File: src/sv/ydd_pkg.sv
package ydd_pkg;

	localparam int FRAC_BITS  = 16;
	localparam int VAL_W      = 32;
	localparam int N_W        = 35;
	localparam int MAG_W      = 33;
	localparam int PROD_W     = 64;
	localparam int COORD_W    = 30;
	localparam int LABEL_W    = 7;
	localparam int SCORE_W    = 17;
	localparam int THR_W      = 17;
	localparam int COUNT_W    = 8;
	localparam int SCALE_W    = 31;
	localparam int CFG_IDX_W  = 3;
	localparam int CFG_DATA_W = 31;

	// fixed row layout
	localparam int POS_CENTRE_X    = 0;
	localparam int POS_CENTRE_Y    = 1;
	localparam int POS_WIDTH       = 2;
	localparam int POS_HEIGHT      = 3;
	localparam int POS_OBJECTNESS  = 4;
	localparam int FIRST_CLASS_POS = 5;

	typedef enum logic [CFG_IDX_W-1:0] {
		REG_SCORE_THRESHOLD = 3'd0,
		REG_CLASS_COUNT     = 3'd1,
		REG_PAD_LEFT        = 3'd2,
		REG_PAD_TOP         = 3'd3,
		REG_INVERSE_SCALE   = 3'd4,
		REG_X_LIMIT         = 3'd5,
		REG_Y_LIMIT         = 3'd6
	} cfg_reg_t;

	localparam logic [THR_W-1:0]   RST_SCORE_THRESHOLD = 17'd32768;
	localparam logic [COUNT_W-1:0] RST_CLASS_COUNT     = 8'd80;
	localparam logic [COORD_W-1:0] RST_PAD             = 30'd0;
	localparam logic [SCALE_W-1:0] RST_INVERSE_SCALE   = 31'd65536;
	localparam logic [COORD_W-1:0] RST_LIMIT           = 30'd41877504;

	typedef struct packed {
		logic [THR_W-1:0]   score_threshold;
		logic [COUNT_W-1:0] class_count;
		logic [COORD_W-1:0] pad_left;
		logic [COORD_W-1:0] pad_top;
		logic [SCALE_W-1:0] inverse_scale;
		logic [COORD_W-1:0] x_limit;
		logic [COORD_W-1:0] y_limit;
	} cfg_t;

	// one finished row, corners still in signed half-units
	typedef struct packed {
		logic signed [N_W-1:0]   n_left;
		logic signed [N_W-1:0]   n_top;
		logic signed [N_W-1:0]   n_right;
		logic signed [N_W-1:0]   n_bottom;
		logic signed [VAL_W-1:0] objectness;
		logic signed [VAL_W-1:0] best_score;
		logic [LABEL_W-1:0]      label;
	} row_t;

endpackage

File: src/sv/ydd_row_accum.sv
module ydd_row_accum #(
	parameter int MAX_CLASSES = 128
) (
	input  logic                      clk,
	input  logic                      arst_n,
	input  logic                      item_accept,
	input  logic [ydd_pkg::VAL_W-1:0] row_value,
	input  ydd_pkg::cfg_t             cfg,
	output logic                      row_done,
	output ydd_pkg::row_t             row
);
	import ydd_pkg::*;

	localparam int POS_W = $clog2(MAX_CLASSES + FIRST_CLASS_POS);
	localparam int CNT_W = $clog2(MAX_CLASSES + 1) > 0 ? $clog2(MAX_CLASSES + 1) : 1;
	localparam int IDX_W = MAX_CLASSES > 1 ? $clog2(MAX_CLASSES) : 1;

	logic [POS_W-1:0]        pos_q;
	logic signed [VAL_W-1:0] cx_q, cy_q, w_q, h_q, obj_q, best_q;
	logic [IDX_W-1:0]        idx_q;

	logic [CNT_W-1:0]        class_eff;
	logic [POS_W:0]          end_pos;
	logic                    is_class, is_first, last;
	logic signed [VAL_W-1:0] best_nxt;
	logic [IDX_W-1:0]        idx_nxt;

	always_comb begin
		if (cfg.class_count == '0) begin
			class_eff = CNT_W'(1);
		end else if (int'(cfg.class_count) > MAX_CLASSES) begin
			class_eff = CNT_W'(MAX_CLASSES);
		end else begin
			class_eff = CNT_W'(cfg.class_count);
		end
	end

	// row ends once position reaches 4 + count
	assign end_pos  = (POS_W+1)'(class_eff) + (POS_W+1)'(FIRST_CLASS_POS - 1);
	assign is_class = pos_q >= POS_W'(FIRST_CLASS_POS);
	assign is_first = pos_q == POS_W'(FIRST_CLASS_POS);
	assign last     = is_class && ({1'b0, pos_q} >= end_pos);

	always_comb begin
		best_nxt = best_q;
		idx_nxt  = idx_q;
		if (is_first) begin
			best_nxt = $signed(row_value);
			idx_nxt  = '0;
		end else if (is_class && ($signed(row_value) > best_q)) begin
			best_nxt = $signed(row_value);
			idx_nxt  = IDX_W'(pos_q - POS_W'(FIRST_CLASS_POS));
		end
	end

	always_ff @(posedge clk or negedge arst_n) begin
		if (!arst_n) begin
			pos_q <= '0;
		end else if (item_accept) begin
			pos_q <= last ? '0 : pos_q + POS_W'(1);
		end
	end

	always_ff @(posedge clk) begin
		if (item_accept) begin
			case (pos_q)
				POS_W'(POS_CENTRE_X):   cx_q  <= $signed(row_value);
				POS_W'(POS_CENTRE_Y):   cy_q  <= $signed(row_value);
				POS_W'(POS_WIDTH):      w_q   <= $signed(row_value);
				POS_W'(POS_HEIGHT):     h_q   <= $signed(row_value);
				POS_W'(POS_OBJECTNESS): obj_q <= $signed(row_value);
				default: begin
					best_q <= best_nxt;
					idx_q  <= idx_nxt;
				end
			endcase
		end
	end

	// corners in half-units: 2*c -/+ size - 2*pad
	logic signed [N_W-1:0] cx2, cy2, w_ext, h_ext, px2, py2;

	assign cx2   = {{(N_W-VAL_W-1){cx_q[VAL_W-1]}}, cx_q, 1'b0};
	assign cy2   = {{(N_W-VAL_W-1){cy_q[VAL_W-1]}}, cy_q, 1'b0};
	assign w_ext = {{(N_W-VAL_W){w_q[VAL_W-1]}}, w_q};
	assign h_ext = {{(N_W-VAL_W){h_q[VAL_W-1]}}, h_q};
	assign px2   = {{(N_W-COORD_W-1){1'b0}}, cfg.pad_left, 1'b0};
	assign py2   = {{(N_W-COORD_W-1){1'b0}}, cfg.pad_top, 1'b0};

	always_comb begin
		row.n_left     = cx2 - w_ext - px2;
		row.n_top      = cy2 - h_ext - py2;
		row.n_right    = cx2 + w_ext - px2;
		row.n_bottom   = cy2 + h_ext - py2;
		row.objectness = obj_q;
		row.best_score = best_nxt;
		row.label      = LABEL_W'(idx_nxt);
	end

	assign row_done = item_accept && last;

endmodule

File: config.mk
export PLATFORM = sky130hd
export DESIGN_NAME = ydd_row_accum
export DESIGN_NICKNAME = d
export VERILOG_FILES = /design/src/sv/ydd_pkg.sv /design/src/sv/ydd_row_accum.sv
export SDC_FILE = /design/constraint.sdc
export NUM_CORES = 1
export LEC_CHECK = 0
export BUFFER_PORTS_ARGS = -buffer_cell sky130_fd_sc_hd__buf_4
export CAP_MARGIN = 5
export CORE_ASPECT_RATIO = 1.2
export CORE_MARGIN = 10
export CORE_UTILIZATION = 35
export CTS_CLUSTER_DIAMETER = 60
export DETAILED_ROUTE_END_ITERATION = 7
export PLACE_DENSITY_LB_ADDON = 0.2
export SYNTH_ARGS = -nofsm -noshare
export SYNTH_HDL_FRONTEND = slang
export SYNTH_SLANG_ARGS = --single-unit
File: constraint.sdc
create_clock -name clk -period 3.4 [get_ports clk]
set_input_delay 0.34 -clock clk [delete_from_list [all_inputs] [get_ports clk]]
set_output_delay 0.34 -clock clk [all_outputs]
set_load 0.02 [all_outputs]
# [After elaboration in Yosys (flattened, before gate mapping)]
# Cells that the tools add are included.
# Widths: inputs -> output; s select.
[totals] reg_bits=207 out_inout_bits=212 elab_cells=48
[op_classes] addsub=11 magnitude_cmp=4 eq_ne=5 n_mux=7 bitwise_logic=1 n_reduce_logical=12
[op_table] op="$sub 34x32->35" count=4
[op_table] op="$add 33x32->34" count=2
[op_table] op="$sub 33x32->34" count=2
[op_table] op="$mux 32" count=2
[op_table] op="$gt 32x32->1" count=1
[op_table] op="$mux 8" count=3
[op_table] op="$eq 8x2->1 const B" count=2
[op_table] op="$eq 8x3->1 const B" count=2
[op_table] op="$logic_not 8->1" count=2
[op_table] op="$mux 7" count=2
[op_table] op="$reduce_and 2->1" count=6
[op_table] op="$add 8x3->9 const B" count=1
[op_table] op="$ge 8x9->1" count=1
[op_table] op="$add 8x1->8 const B" count=1
[op_table] op="$eq 8x1->1 const B" count=1
[op_table] op="$ge 8x3->1 const B" count=1
[op_table] op="$gt 8x8->1 const B" count=1
[op_table] op="$sub 7x3->7 const B" count=1
[op_table] op="$reduce_or 5->1" count=1
[op_table] op="$logic_and 1x1->1" count=3
[op_table] op="$not 1->1" count=1

# [Longest topological paths before layout]
# Gate-level depths: netlist (run 1).
[logic_depth] depth_word=7 depth_mapped=14

# [Worst setup path before layout (run 1)]
# Ideal clock, no wire load.
[synth_timing] kind="reg-to-output" startpoint="register cx_q[0]" endpoint="output port row[139] in the netlist's numbering" arrival_time_ps=3742 t_required_ps=3060 slack_ps=-682 stages_incl_launch_ff=14 path_cell_list="edfxtp_1 -> inv_1 -> fa_1 -> inv_1 -> fa_1 -> a21o_1 -> a2111oi_4 -> a221oi_2 -> a31o_4 -> a2111oi_4 -> o21ai_2 -> nand4_1 -> a21oi_1 -> xnor2_1"
[synth_lines] element="start, declared" line_no="ydd_row_accum.sv:19" source="logic signed [VAL_W-1:0] cx_q, cy_q, w_q, h_q, obj_q, best_q;"
[synth_lines] element="start signal, assigned" line_no="ydd_row_accum.sv:67" source="POS_W'(POS_CENTRE_X): cx_q <= $signed(row_value);"
[synth_lines] element="end, declared" line_no="ydd_row_accum.sv:10" source="output ydd_pkg::row_t row"

==> impl_metrics.ini, run 1 <==
[timing]
timing.final.max_slew_violations = 0
timing.final.crit_share_pct = 131
max_freq_ghz = 0.225
whs_ps = 55.5
post-route-min-period_ps = 4440
fin_ws_ps = -1040
hold_viol = 0
worstMarginPinSlew_ps = 946
finalClockSkew_ps = 28.6
finalSetupViolCount = 142
max-slew-margin-rel_pct = 36.9
rsz0062_at_grt = true

[floorplanning]
start_util_pct = 35.5
core_sq_um = 51700
die_height_microns = 271
num_io_pins = 423
rows = 91
die_area_sq_um = 62000
die_width_microns = 229

[worst_setup_path]
cp_cell_sequence = buf_4 -> ha_1 -> or2_2 -> fa_2 -> a21o_1 -> a311o_1 -> a211oi_2 -> o21ai_2 -> a211oi_2 -> buf_4 -> o211ai_1 -> nand3_1 -> o21ai_1 -> xnor2_2 -> buf_4
max_stage_delay_ps = 400
reg2reg_slack_ps = 100
critPathArrivalTime_ps = 4100
required_ps = 3060
start_kind = flip-flop
worstSetupPathType = reg -> out
worstSetupEndpointType = primary output
cpMostUsedCell = buf_4
crit_fanout = 3
critPathSlowestCell = edfxtp_1

[logic_synthesis]
synth_edf_count = 199
ys_types = 80
synth_fa_ha_area_share_pct = 26.3
synth_compound_area_share_pct = 16.5
synthCells = 1861
yosysSeqAreaShare_pct = 33.7
synth_ff_type = edfxtp_1
synthSimpleGateAreaFrac_pct = 8.79
synth_xor_xnor_area_share_pct = 5.87
async_flop_share_pct = 3.86
synth_top_family_by_area = adder cells
syn_area_sq_um = 18400
synth_fp_nets = 2384
syn_avg_cell_area_sq_um = 9.86
synth_mux_area_share_pct = 0.443
ys_ff_latch = 207
yosysWarnings = 0

[global_routing]
grt_first_pass_wirelength_mm = 97.7
grt_pass1_vias = 17600
grt_usage_pct = 19.8
antenna_found_initial = 3
grt_max_degree = 33
grt.overflow.total = 0

[finish]
final_nets = 3215
drive_above_1_share_pct = 48.0
final_cell_area_sq_um = 29900
final_common_cell = buf_4
area_growth_pct = 62.9
final_cell_mix = 672 x buf_4, 349 x inv_1, 199 x edfxtp_1

[clocking]
numCtsBuffers = 28
clk_latency_ps = 550
path_clk_slew_ps = 60
htreeDepth = 1
clock_path_buffers = 3
cts_root_buffer = clkbuf_16
cts_tree = built
clkSinkCount = 207

[power]
swShare_pct = 44.2
power_frac_comb_pct = 76.0
p_switching_w = 0.0127
seq_power_share_pct = 13.3
internal_power_w = 0.0160
p_leak_nw = 13.9
p_clk_share_pct = 10.7
powerDensity_nw_per_um2 = 959
ir_drop_v = 0.000915

[status]
violations = negative setup slack
status = complete, but fails checks

[placement]
portBuffers = 314
dpl_cell_area_sq_um = 24700
place.gp.congestion = 0.906
place_hpwl_mm = 49.9

[run]
maxCapViolations = 0

[detailed_routing]
drt_wl_total_mm = 65.2
drc_errors = 0
vias = 16600
wire_per_inst_microns = 19.1
via_per_inst = 4.86
drt_first_pass_iters = 5
detail-route-antenna-nets = 0
drt_iter0_drc = 786

[hold_path]
min_path_type = in -> reg
registers in the layout, indices dropped and copies added (netlist names):
signal / cells
obj_q: 32
pos_q: 8
h_q: 32
cx_q: 32
cy_q: 32
best_q: 32
w_q: 32
idx_q: 7
cells in the mapped netlist, drive strengths merged (4+ instances only):
cell / n / area share, %
o211ai: 17 / 0.72
o22ai: 5 / 0.17
o21ai: 146 / 4.0
a21oi: 133 / 3.6
edfxtp: 199 / 33
xnor2: 86 / 4.1
inv: 388 / 7.9
o2bb2ai: 4 / 0.19
and3: 18 / 0.62
nor3: 21 / 0.57
clkbuf: 21 / 0.43
a2111oi: 10 / 0.72
or2: 7 / 0.24
ha: 190 / 13
nand2b: 22 / 0.75
a21boi: 6 / 0.25
nand4: 14 / 0.48
xor2: 37 / 1.8
nand3: 37 / 1.0
a21o: 61 / 2.5
nand2: 69 / 1.4
fa: 122 / 13
o2111ai: 5 / 0.24
and2: 13 / 0.46
a311oi: 4 / 0.22
nor4: 5 / 0.17
o21bai: 9 / 0.39
dfrtp: 8 / 1.1
nor2b: 17 / 0.58
nor2: 79 / 1.6
a31oi: 11 / 0.37
o21a: 23 / 0.95
a211oi: 14 / 0.60
mux2i: 7 / 0.38
or3: 9 / 0.31
routing by layer:
metal / track usage (%) / wire, microns / up-vias
li1: - / - / 7972
met1: 22.4 / 25400 / 8188
met2: 38.0 / 35700 / 362
met3: 3.91 / 3050 / 54
met4: 3.09 / 981 / 4
met5: 0 / 30 / -
cell families after synthesis:
family	Yosys count
compound gates	475
xor+xnor	123
fa+ha+maj	312
buf+inv	412
flops	207
mux	8
simple gates	324
through the flow:
stage / setup TNS (ps) / total power (W) / std cells / utilization, % / setup WS (ps)
2_1_floorplan: -2800 / 0.0124 / 1861 / - / -422
3_5_place_dp: -34170 / 0.0193 / 3235 / 47.9 / -701
4_1_cts: -76090 / 0.0267 / 3369 / 54.8 / -1050
3_3_place_gp: -33050 / 0.0192 / 3235 / 47.9 / -697
6_report: -74880 / 0.0287 / 3411 / 57.8 / -1040
5_1_grt: -96440 / 0.0303 / 3411 / 57.8 / -1270
power groups by stage:
stage	Sequential, W	Clock, W	Combinational [W]
3_5_place_dp	0.00384	0	0.0155
5_1_grt	0.00387	0.00325	0.0232
4_1_cts	0.00382	0.00313	0.0198
6_report	0.00382	0.00307	0.0218
2_1_floorplan	0.00379	0	0.00858
3_3_place_gp	0.00383	0	0.0154
final cells by class:
cell class | instances | area, sq um
Timing Repair Buffer | 825 | 6950
Fill cell | 4521 | 21800
Sequential cell | 207 | 6180
Antenna cell | 1 | 2.50
Clock inverter | 22 | 245
Multi-Input combinational cell | 1242 | 13500
Tap cell | 697 | 872
Inverter | 388 | 1460
Clock buffer | 29 | 726
worst max-delay path: cells and delay by family, from the launching register on:
kind,cells,cell delay [ps]
flops,1,400
xor+xnor,1,200
compound gates,7,1410
fa+ha+maj,2,550
simple gates,2,470
buf+inv,3,510
worst paths after layout:
| path | start | end | cells past startpoint |
|---|---|---|---|
| min | item_accept | pos_q[0] | 2 |
| max reg2reg | best_q[23] | best_q[1] | 16 |
| max in group asynchronous | arst_n | pos_q[3] | 2 |
| max | cx_q[0] | row[206] | 15 |
| min in group asynchronous | arst_n | pos_q[1] | 2 |
| min reg2reg | pos_q[7] | pos_q[7] | 2 |
what timing repair did:
| action | CTS | global route |
|---|---|---|
| pin swaps | 151 | 145 |
| setup buffers | 78 | 65 |
| setup endpoints to repair | 146 | 156 |
| hold endpoints to repair | 8 | 0 |
| hold buffers | 1 | 0 |
| gates resized for setup | 408 | 276 |
| gates cloned | 8 | 0 |
(Power assumes the default switching activity.)
==> inputs of run 2 (changes only) <==
--- a/config.mk
+++ b/config.mk
@@ -8,7 +8,7 @@
 export BUFFER_PORTS_ARGS = -buffer_cell sky130_fd_sc_hd__buf_4
 export CAP_MARGIN = 5
 export CORE_ASPECT_RATIO = 1.2
-export CORE_MARGIN = 10
+export CORE_MARGIN = 1.5
 export CORE_UTILIZATION = 35
 export CTS_CLUSTER_DIAMETER = 60
 export DETAILED_ROUTE_END_ITERATION = 7
==> impl_metrics.ini, run 2 (synthesis results as in run 1) <==
[clocking]
path_clk_slew_ps = 60
clock_path_buffers = 3
cts_tree = built
htreeDepth = 1
cts_root_buffer = clkbuf_16
clk_latency_ps = 540
clkSinkCount = 207
numCtsBuffers = 29

[timing]
timing.final.max_slew_violations = 0
max_freq_ghz = 0.224
fin_ws_ps = -1070
hold_viol = 0
timing.final.crit_share_pct = 131
rsz0062_at_grt = true
max-slew-margin-rel_pct = 36.6
post-route-min-period_ps = 4470
finalClockSkew_ps = 18.0
whs_ps = 69.5
finalSetupViolCount = 147
worstMarginPinSlew_ps = 950

[worst_setup_path]
reg2reg_slack_ps = -160
worstSetupEndpointType = primary output
critPathArrivalTime_ps = 4130
required_ps = 3060
start_kind = flip-flop
crit_fanout = 5
worstSetupPathType = reg -> out

[detailed_routing]
vias = 16800
drt_wl_total_mm = 60.9
drc_errors = 0
via_per_inst = 4.91
drt_iter0_drc = 651
wire_per_inst_microns = 17.8
drt_first_pass_iters = 5
detail-route-antenna-nets = 0

[finish]
final_common_cell = buf_4
drive_above_1_share_pct = 47.6
final_cell_mix = 709 x buf_4, 349 x inv_1, 199 x edfxtp_1
final_nets = 3228
area_growth_pct = 62.3
utilization_pct = 57.8

[power]
ir_drop_v = 0.000876
p_leak_nw = 13.9
total_power_w = 0.0279
powerDensity_nw_per_um2 = 935

[floorplanning]
start_util_pct = 35.6
core_sq_um = 51600
die_width_microns = 212
num_io_pins = 423
die_area_sq_um = 53800
die_height_microns = 254
rows = 91

[placement]
portBuffers = 314
place.gp.congestion = 0.892
place_hpwl_mm = 46.5
dp_slack_ps = -771

[status]
violations = negative setup slack
status = complete, but fails checks

[global_routing]
grt_max_degree = 33
grt.overflow.total = 0
antenna_found_initial = 1
grt_pass1_vias = 17600
grt_first_pass_wirelength_mm = 90.7
grt_usage_pct = 21.7

[hold_path]
min_path_type = in -> reg

[run]
maxCapViolations = 0
## run 2: worst max-delay path: stages (launching register included)
cell and delay, ps:
edfxtp_1 340, inv_1 60, fa_2 590, inv_1 90, ha_4 260, and3_1 220, a2111oi_4 370, buf_4 200
a221oi_4 70, a31o_4 290, a2111oi_4 380, o21ai_4 130, nand4_1 150, and2b_1 180, xnor2_2 110, buf_4 150
## run 2: metal layers
layer | part of all wire (%) | vias to the layer above | track usage [%]
met1 | 39 | 8275 | 24.8
met5 | 0.020 | - | 0
li1 | - | 8016 | -
met2 | 52 | 421 | 39.5
met3 | 6.0 | 99 | 4.88
met4 | 3.3 | 2 | 7.33
## run 2: timing repair
item                                   in CTS  in global routing
pin swaps                                 170                132
setup buffers                              78                 76
setup endpoints to repair                 145                154
endpoints found under the hold margin       8                  0
cloned                                      5                  0
hold buffers                                1                  0
gates resized for setup                   397                256
## run 2: final timing paths
| kind | cells past startpoint | startpoint | to |
|---|---|---|---|
| max | 15 | w_q[6] | row[137] |
| max in group asynchronous | 2 | arst_n | pos_q[2] |
| min | 2 | item_accept | pos_q[0] |
| min in group asynchronous | 2 | arst_n | pos_q[3] |
| min reg2reg | 2 | idx_q[3] | idx_q[3] |
| max reg2reg | 19 | best_q[22] | best_q[28] |
## run 2: area by class of cell
type | instances | area (sq um)
Clock buffer | 34 | 744
Clock inverter | 19 | 206
Fill cell | 4466 | 21800
Sequential cell | 207 | 6180
Inverter | 388 | 1460
Tap cell | 697 | 872
Multi-Input combinational cell | 1242 | 13400
Antenna cell | 1 | 2.50
Timing Repair Buffer | 837 | 6900
## run 2: where the power goes
part	leakage, nW	total [W]	internal, W	switching (W)
logic	11.5	0.0210	0.0101	0.0109
registers	1.93	0.00382	0.00357	0.000248
clock network	0.451	0.00300	0.00181	0.00119
## run 2: stage by stage
step           TNS (ps)  cells  cell area (sq um)
2_1_floorplan     -2800   1861              18700
3_5_place_dp     -35590   3239              24800
6_report         -77590   3425              29800
4_1_cts          -71580   3369              28200
5_1_grt          -98920   3424              29800
3_3_place_gp     -32170   3239              24800
==> inputs of run 3 (changes only) <==
--- a/config.mk
+++ b/config.mk
@@ -5,6 +5,7 @@
 export SDC_FILE = /design/constraint.sdc
 export NUM_CORES = 1
 export LEC_CHECK = 0
+export ABC_AREA = 1
 export BUFFER_PORTS_ARGS = -buffer_cell sky130_fd_sc_hd__buf_4
 export CAP_MARGIN = 5
 export CORE_ASPECT_RATIO = 1.2
==> constraint.sdc (replaced) <==
create_clock -name clk -period 4 [get_ports clk]
set_input_delay 0.4 -clock clk [delete_from_list [all_inputs] [get_ports clk]]
set_output_delay 0.4 -clock clk [all_outputs]
set_load 0.02 [all_outputs]
==> impl_metrics.ini, run 3 <==
[floorplanning]
start_util_pct = 35.6
num_io_pins = 423
core_sq_um = 56300
die_width_microns = 222
rows = 95
die_area_sq_um = 58800
die_height_microns = 265

[logic_synthesis]
async_flop_share_pct = 3.86
yosysWarnings = 0
yosys-top-cells-count = 560 x inv_1, 476 x nand2_1, 226 x nor2_1, 199 x edfxtp_1, 190 x ha_1
synthCells = 2489
synth_area_leader_cell = edfxtp_1
synth_fp_nets = 3012
yosysSeqAreaShare_pct = 30.8
ys_types = 36
syn_area_sq_um = 20100
synth_edf_count = 199
syn_avg_cell_area_sq_um = 8.06
synth_area_leaders = edfxtp_1 30%, fa_1 12%, ha_1 12%
synth_ff_type = edfxtp_1
yosysTopAreaCellShare_pct = 29.8
ys_ff_latch = 207
synth_most_common_cell = inv_1

[finish]
insertedDiodeCount = 0
utilization_pct = 44.1
fin_cells = 3607
fillCellCount = 5817
final_common_cell = inv_1
area_growth_pct = 24.0
drive_above_1_share_pct = 16.8
final_cell_mix = 559 x inv_1, 474 x nand2_1, 349 x buf_4
final_nets = 3381

[placement]
place_hpwl_mm = 58.6
dp_slack_ps = 371
place.gp.congestion = 0.931
portBuffers = 314
dp_cells = 3538

[clocking]
cts_tree = built
numCtsBuffers = 28
cts_root_buffer = clkbuf_16
clock_path_buffers = 3
clk_latency_ps = 570
path_clk_slew_ps = 60
clkSinkCount = 207
htreeDepth = 1

[worst_setup_path]
worstSetupPathType = reg -> out
cp_num_cells = 12
critPathSlowestCell = fa_1
timing.rr.start = best_q[27]
cp_cell_sequence = inv_1 -> fa_1 -> ha_1 -> a21oi_1 -> o21ai_0 -> a21oi_1 -> nor2_1 -> a211oi_1 -> nand2_1 -> nand2_1 -> nand2_1 -> buf_4
start_kind = flip-flop
crit_fanout = 5
crit_family = compound AO/OA/AOI/OAI gates
required_ps = 3600
cpMostUsedCell = nand2_1
rr_worst_depth = 12
worstSetupEndpointType = primary output
r2r-end = best_q[5]
max_stage_delay_ps = 480
reg2reg_slack_ps = 1230
critPathArrivalTime_ps = 3500
path_buf_inv = 2

[hold_path]
hold-path-cell-count = 1
min_path_type = in -> reg
hold_start = row_value[22]
min_to = obj_q[22]

[power]
ir_drop_v = 0.000557
seq_power_share_pct = 17.1
power_frac_comb_pct = 69.7
p_clk_share_pct = 13.2
swShare_pct = 51.9
powerDensity_nw_per_um2 = 781
p_leak_nw = 12.2
p_switching_w = 0.0101
internal_power_w = 0.00935

[global_routing]
grt.overflow.total = 0
grt_first_pass_wirelength_mm = 104
grt_usage_pct = 23.3
antenna_found_initial = 5
grt_pass1_vias = 17800
grt_max_degree = 41

[detailed_routing]
detail-route-antenna-nets = 0
vias = 17900
drt_iter0_drc = 1267
drt_wl_total_mm = 70.1
wire_per_inst_microns = 19.4
drc_errors = 0
drt_first_pass_iters = 5
via_per_inst = 4.95

[timing]
rsz0062_at_grt = true
finalSetupViolCount = 0
fin_tns_setup_ps = 0
whs_ps = 108
worstMarginPinSlew_ps = 555
max-slew-margin-rel_pct = 63.0
finalClockSkew_ps = 22.8
post-route-min-period_ps = 3900
timing.final.crit_share_pct = 97.5
max_freq_ghz = 0.256
fin_ws_ps = 100
timing.final.max_slew_violations = 0
hold_viol = 0

[run]
maxCapViolations = 0

[status]
status = finished clean
==> run 3: routing by layer <==
| layer | up-vias | track usage (%) | share of wire [%] |
|---|---|---|---|
| met5 | - | 0 | 0.034 |
| met4 | 4 | 6.18 | 2.6 |
| met3 | 99 | 2.76 | 4.5 |
| met2 | 478 | 41.8 | 50 |
| met1 | 8584 | 29.6 | 43 |
| li1 | 8690 | - | - |
==> run 3: timing repair <==
item | in CTS | in global routing
cloned | 0 | 2
setup endpoints to repair | 21 | 99
pin swaps | 1 | 10
resized for setup | 11 | 70
endpoints found under the hold margin | 8 | 0
setup buffers | 1 | 13
hold buffers | 1 | 0
==> run 3: cell families (layout without fill, tap and decap cells) <==
logic type,after synthesis,after routing,share of synthesized area (%)
flip-flops,207,207,30.8
adder cells (fa/ha/maj),312,312,24.0
AO/OA/AOI/OAI,391,391,11.0
AND/OR/NAND/NOR,892,894,18.4
buffers and inverters,575,964,10.9
XOR/XNOR,112,112,4.89
==> run 3: power groups by stage <==
| stage | logic, W | registers, W | clock network, W |
|---|---|---|---|
| 3_3_place_gp | 0.0131 | 0.00335 | 0 |
| 3_5_place_dp | 0.0131 | 0.00337 | 0 |
| 6_report | 0.0135 | 0.00333 | 0.00256 |
| 2_1_floorplan | 0.00783 | 0.00337 | 0 |
| 4_1_cts | 0.0132 | 0.00332 | 0.00263 |
| 5_1_grt | 0.0147 | 0.00338 | 0.00270 |
==> run 3: final cells by class <==
cell class	instances	area, sq um	share of cell area (%)
sequential	207	6180	24.8
tap	727	910	3.66
multi-input combinational	1709	12100	48.6
inverter	562	2110	8.48
clock buffer	30	729	2.93
clock inverter	22	221	0.891
timing repair buffer	350	2630	10.6
==> run 3: worst max-delay path by stage <==
stage               startpoint  endpoint  slack, ps
floorplan             pos_q[5]   cx_q[0]        430
global placement      cfg[122]  row[191]        390
detailed placement    cfg[122]  row[195]        370
CTS                    cy_q[0]   row[92]          3
global route           cy_q[2]  row[161]        -90
finish                cx_q[15]  row[205]        100
==> run 3: worst register-to-register path, stage by stage, from the launching register on <==
cell,delay (ps)
edfxtp_1,390
inv_1,80
ha_1,250
a21oi_1,120
o21ai_0,170
nand2_1,100
nand2_1,50
a21oi_1,320
nand3_2,310
nand3_4,270
nand2_4,200
nand2_1,140
nand2_1,100
==> run 3: per-stage QoR <==
stage	power, W	area, sq um
6_report	0.0194	24900
5_1_grt	0.0208	24900
4_1_cts	0.0192	24500
3_5_place_dp	0.0165	23500
3_3_place_gp	0.0164	23500
2_1_floorplan	0.0112	20100
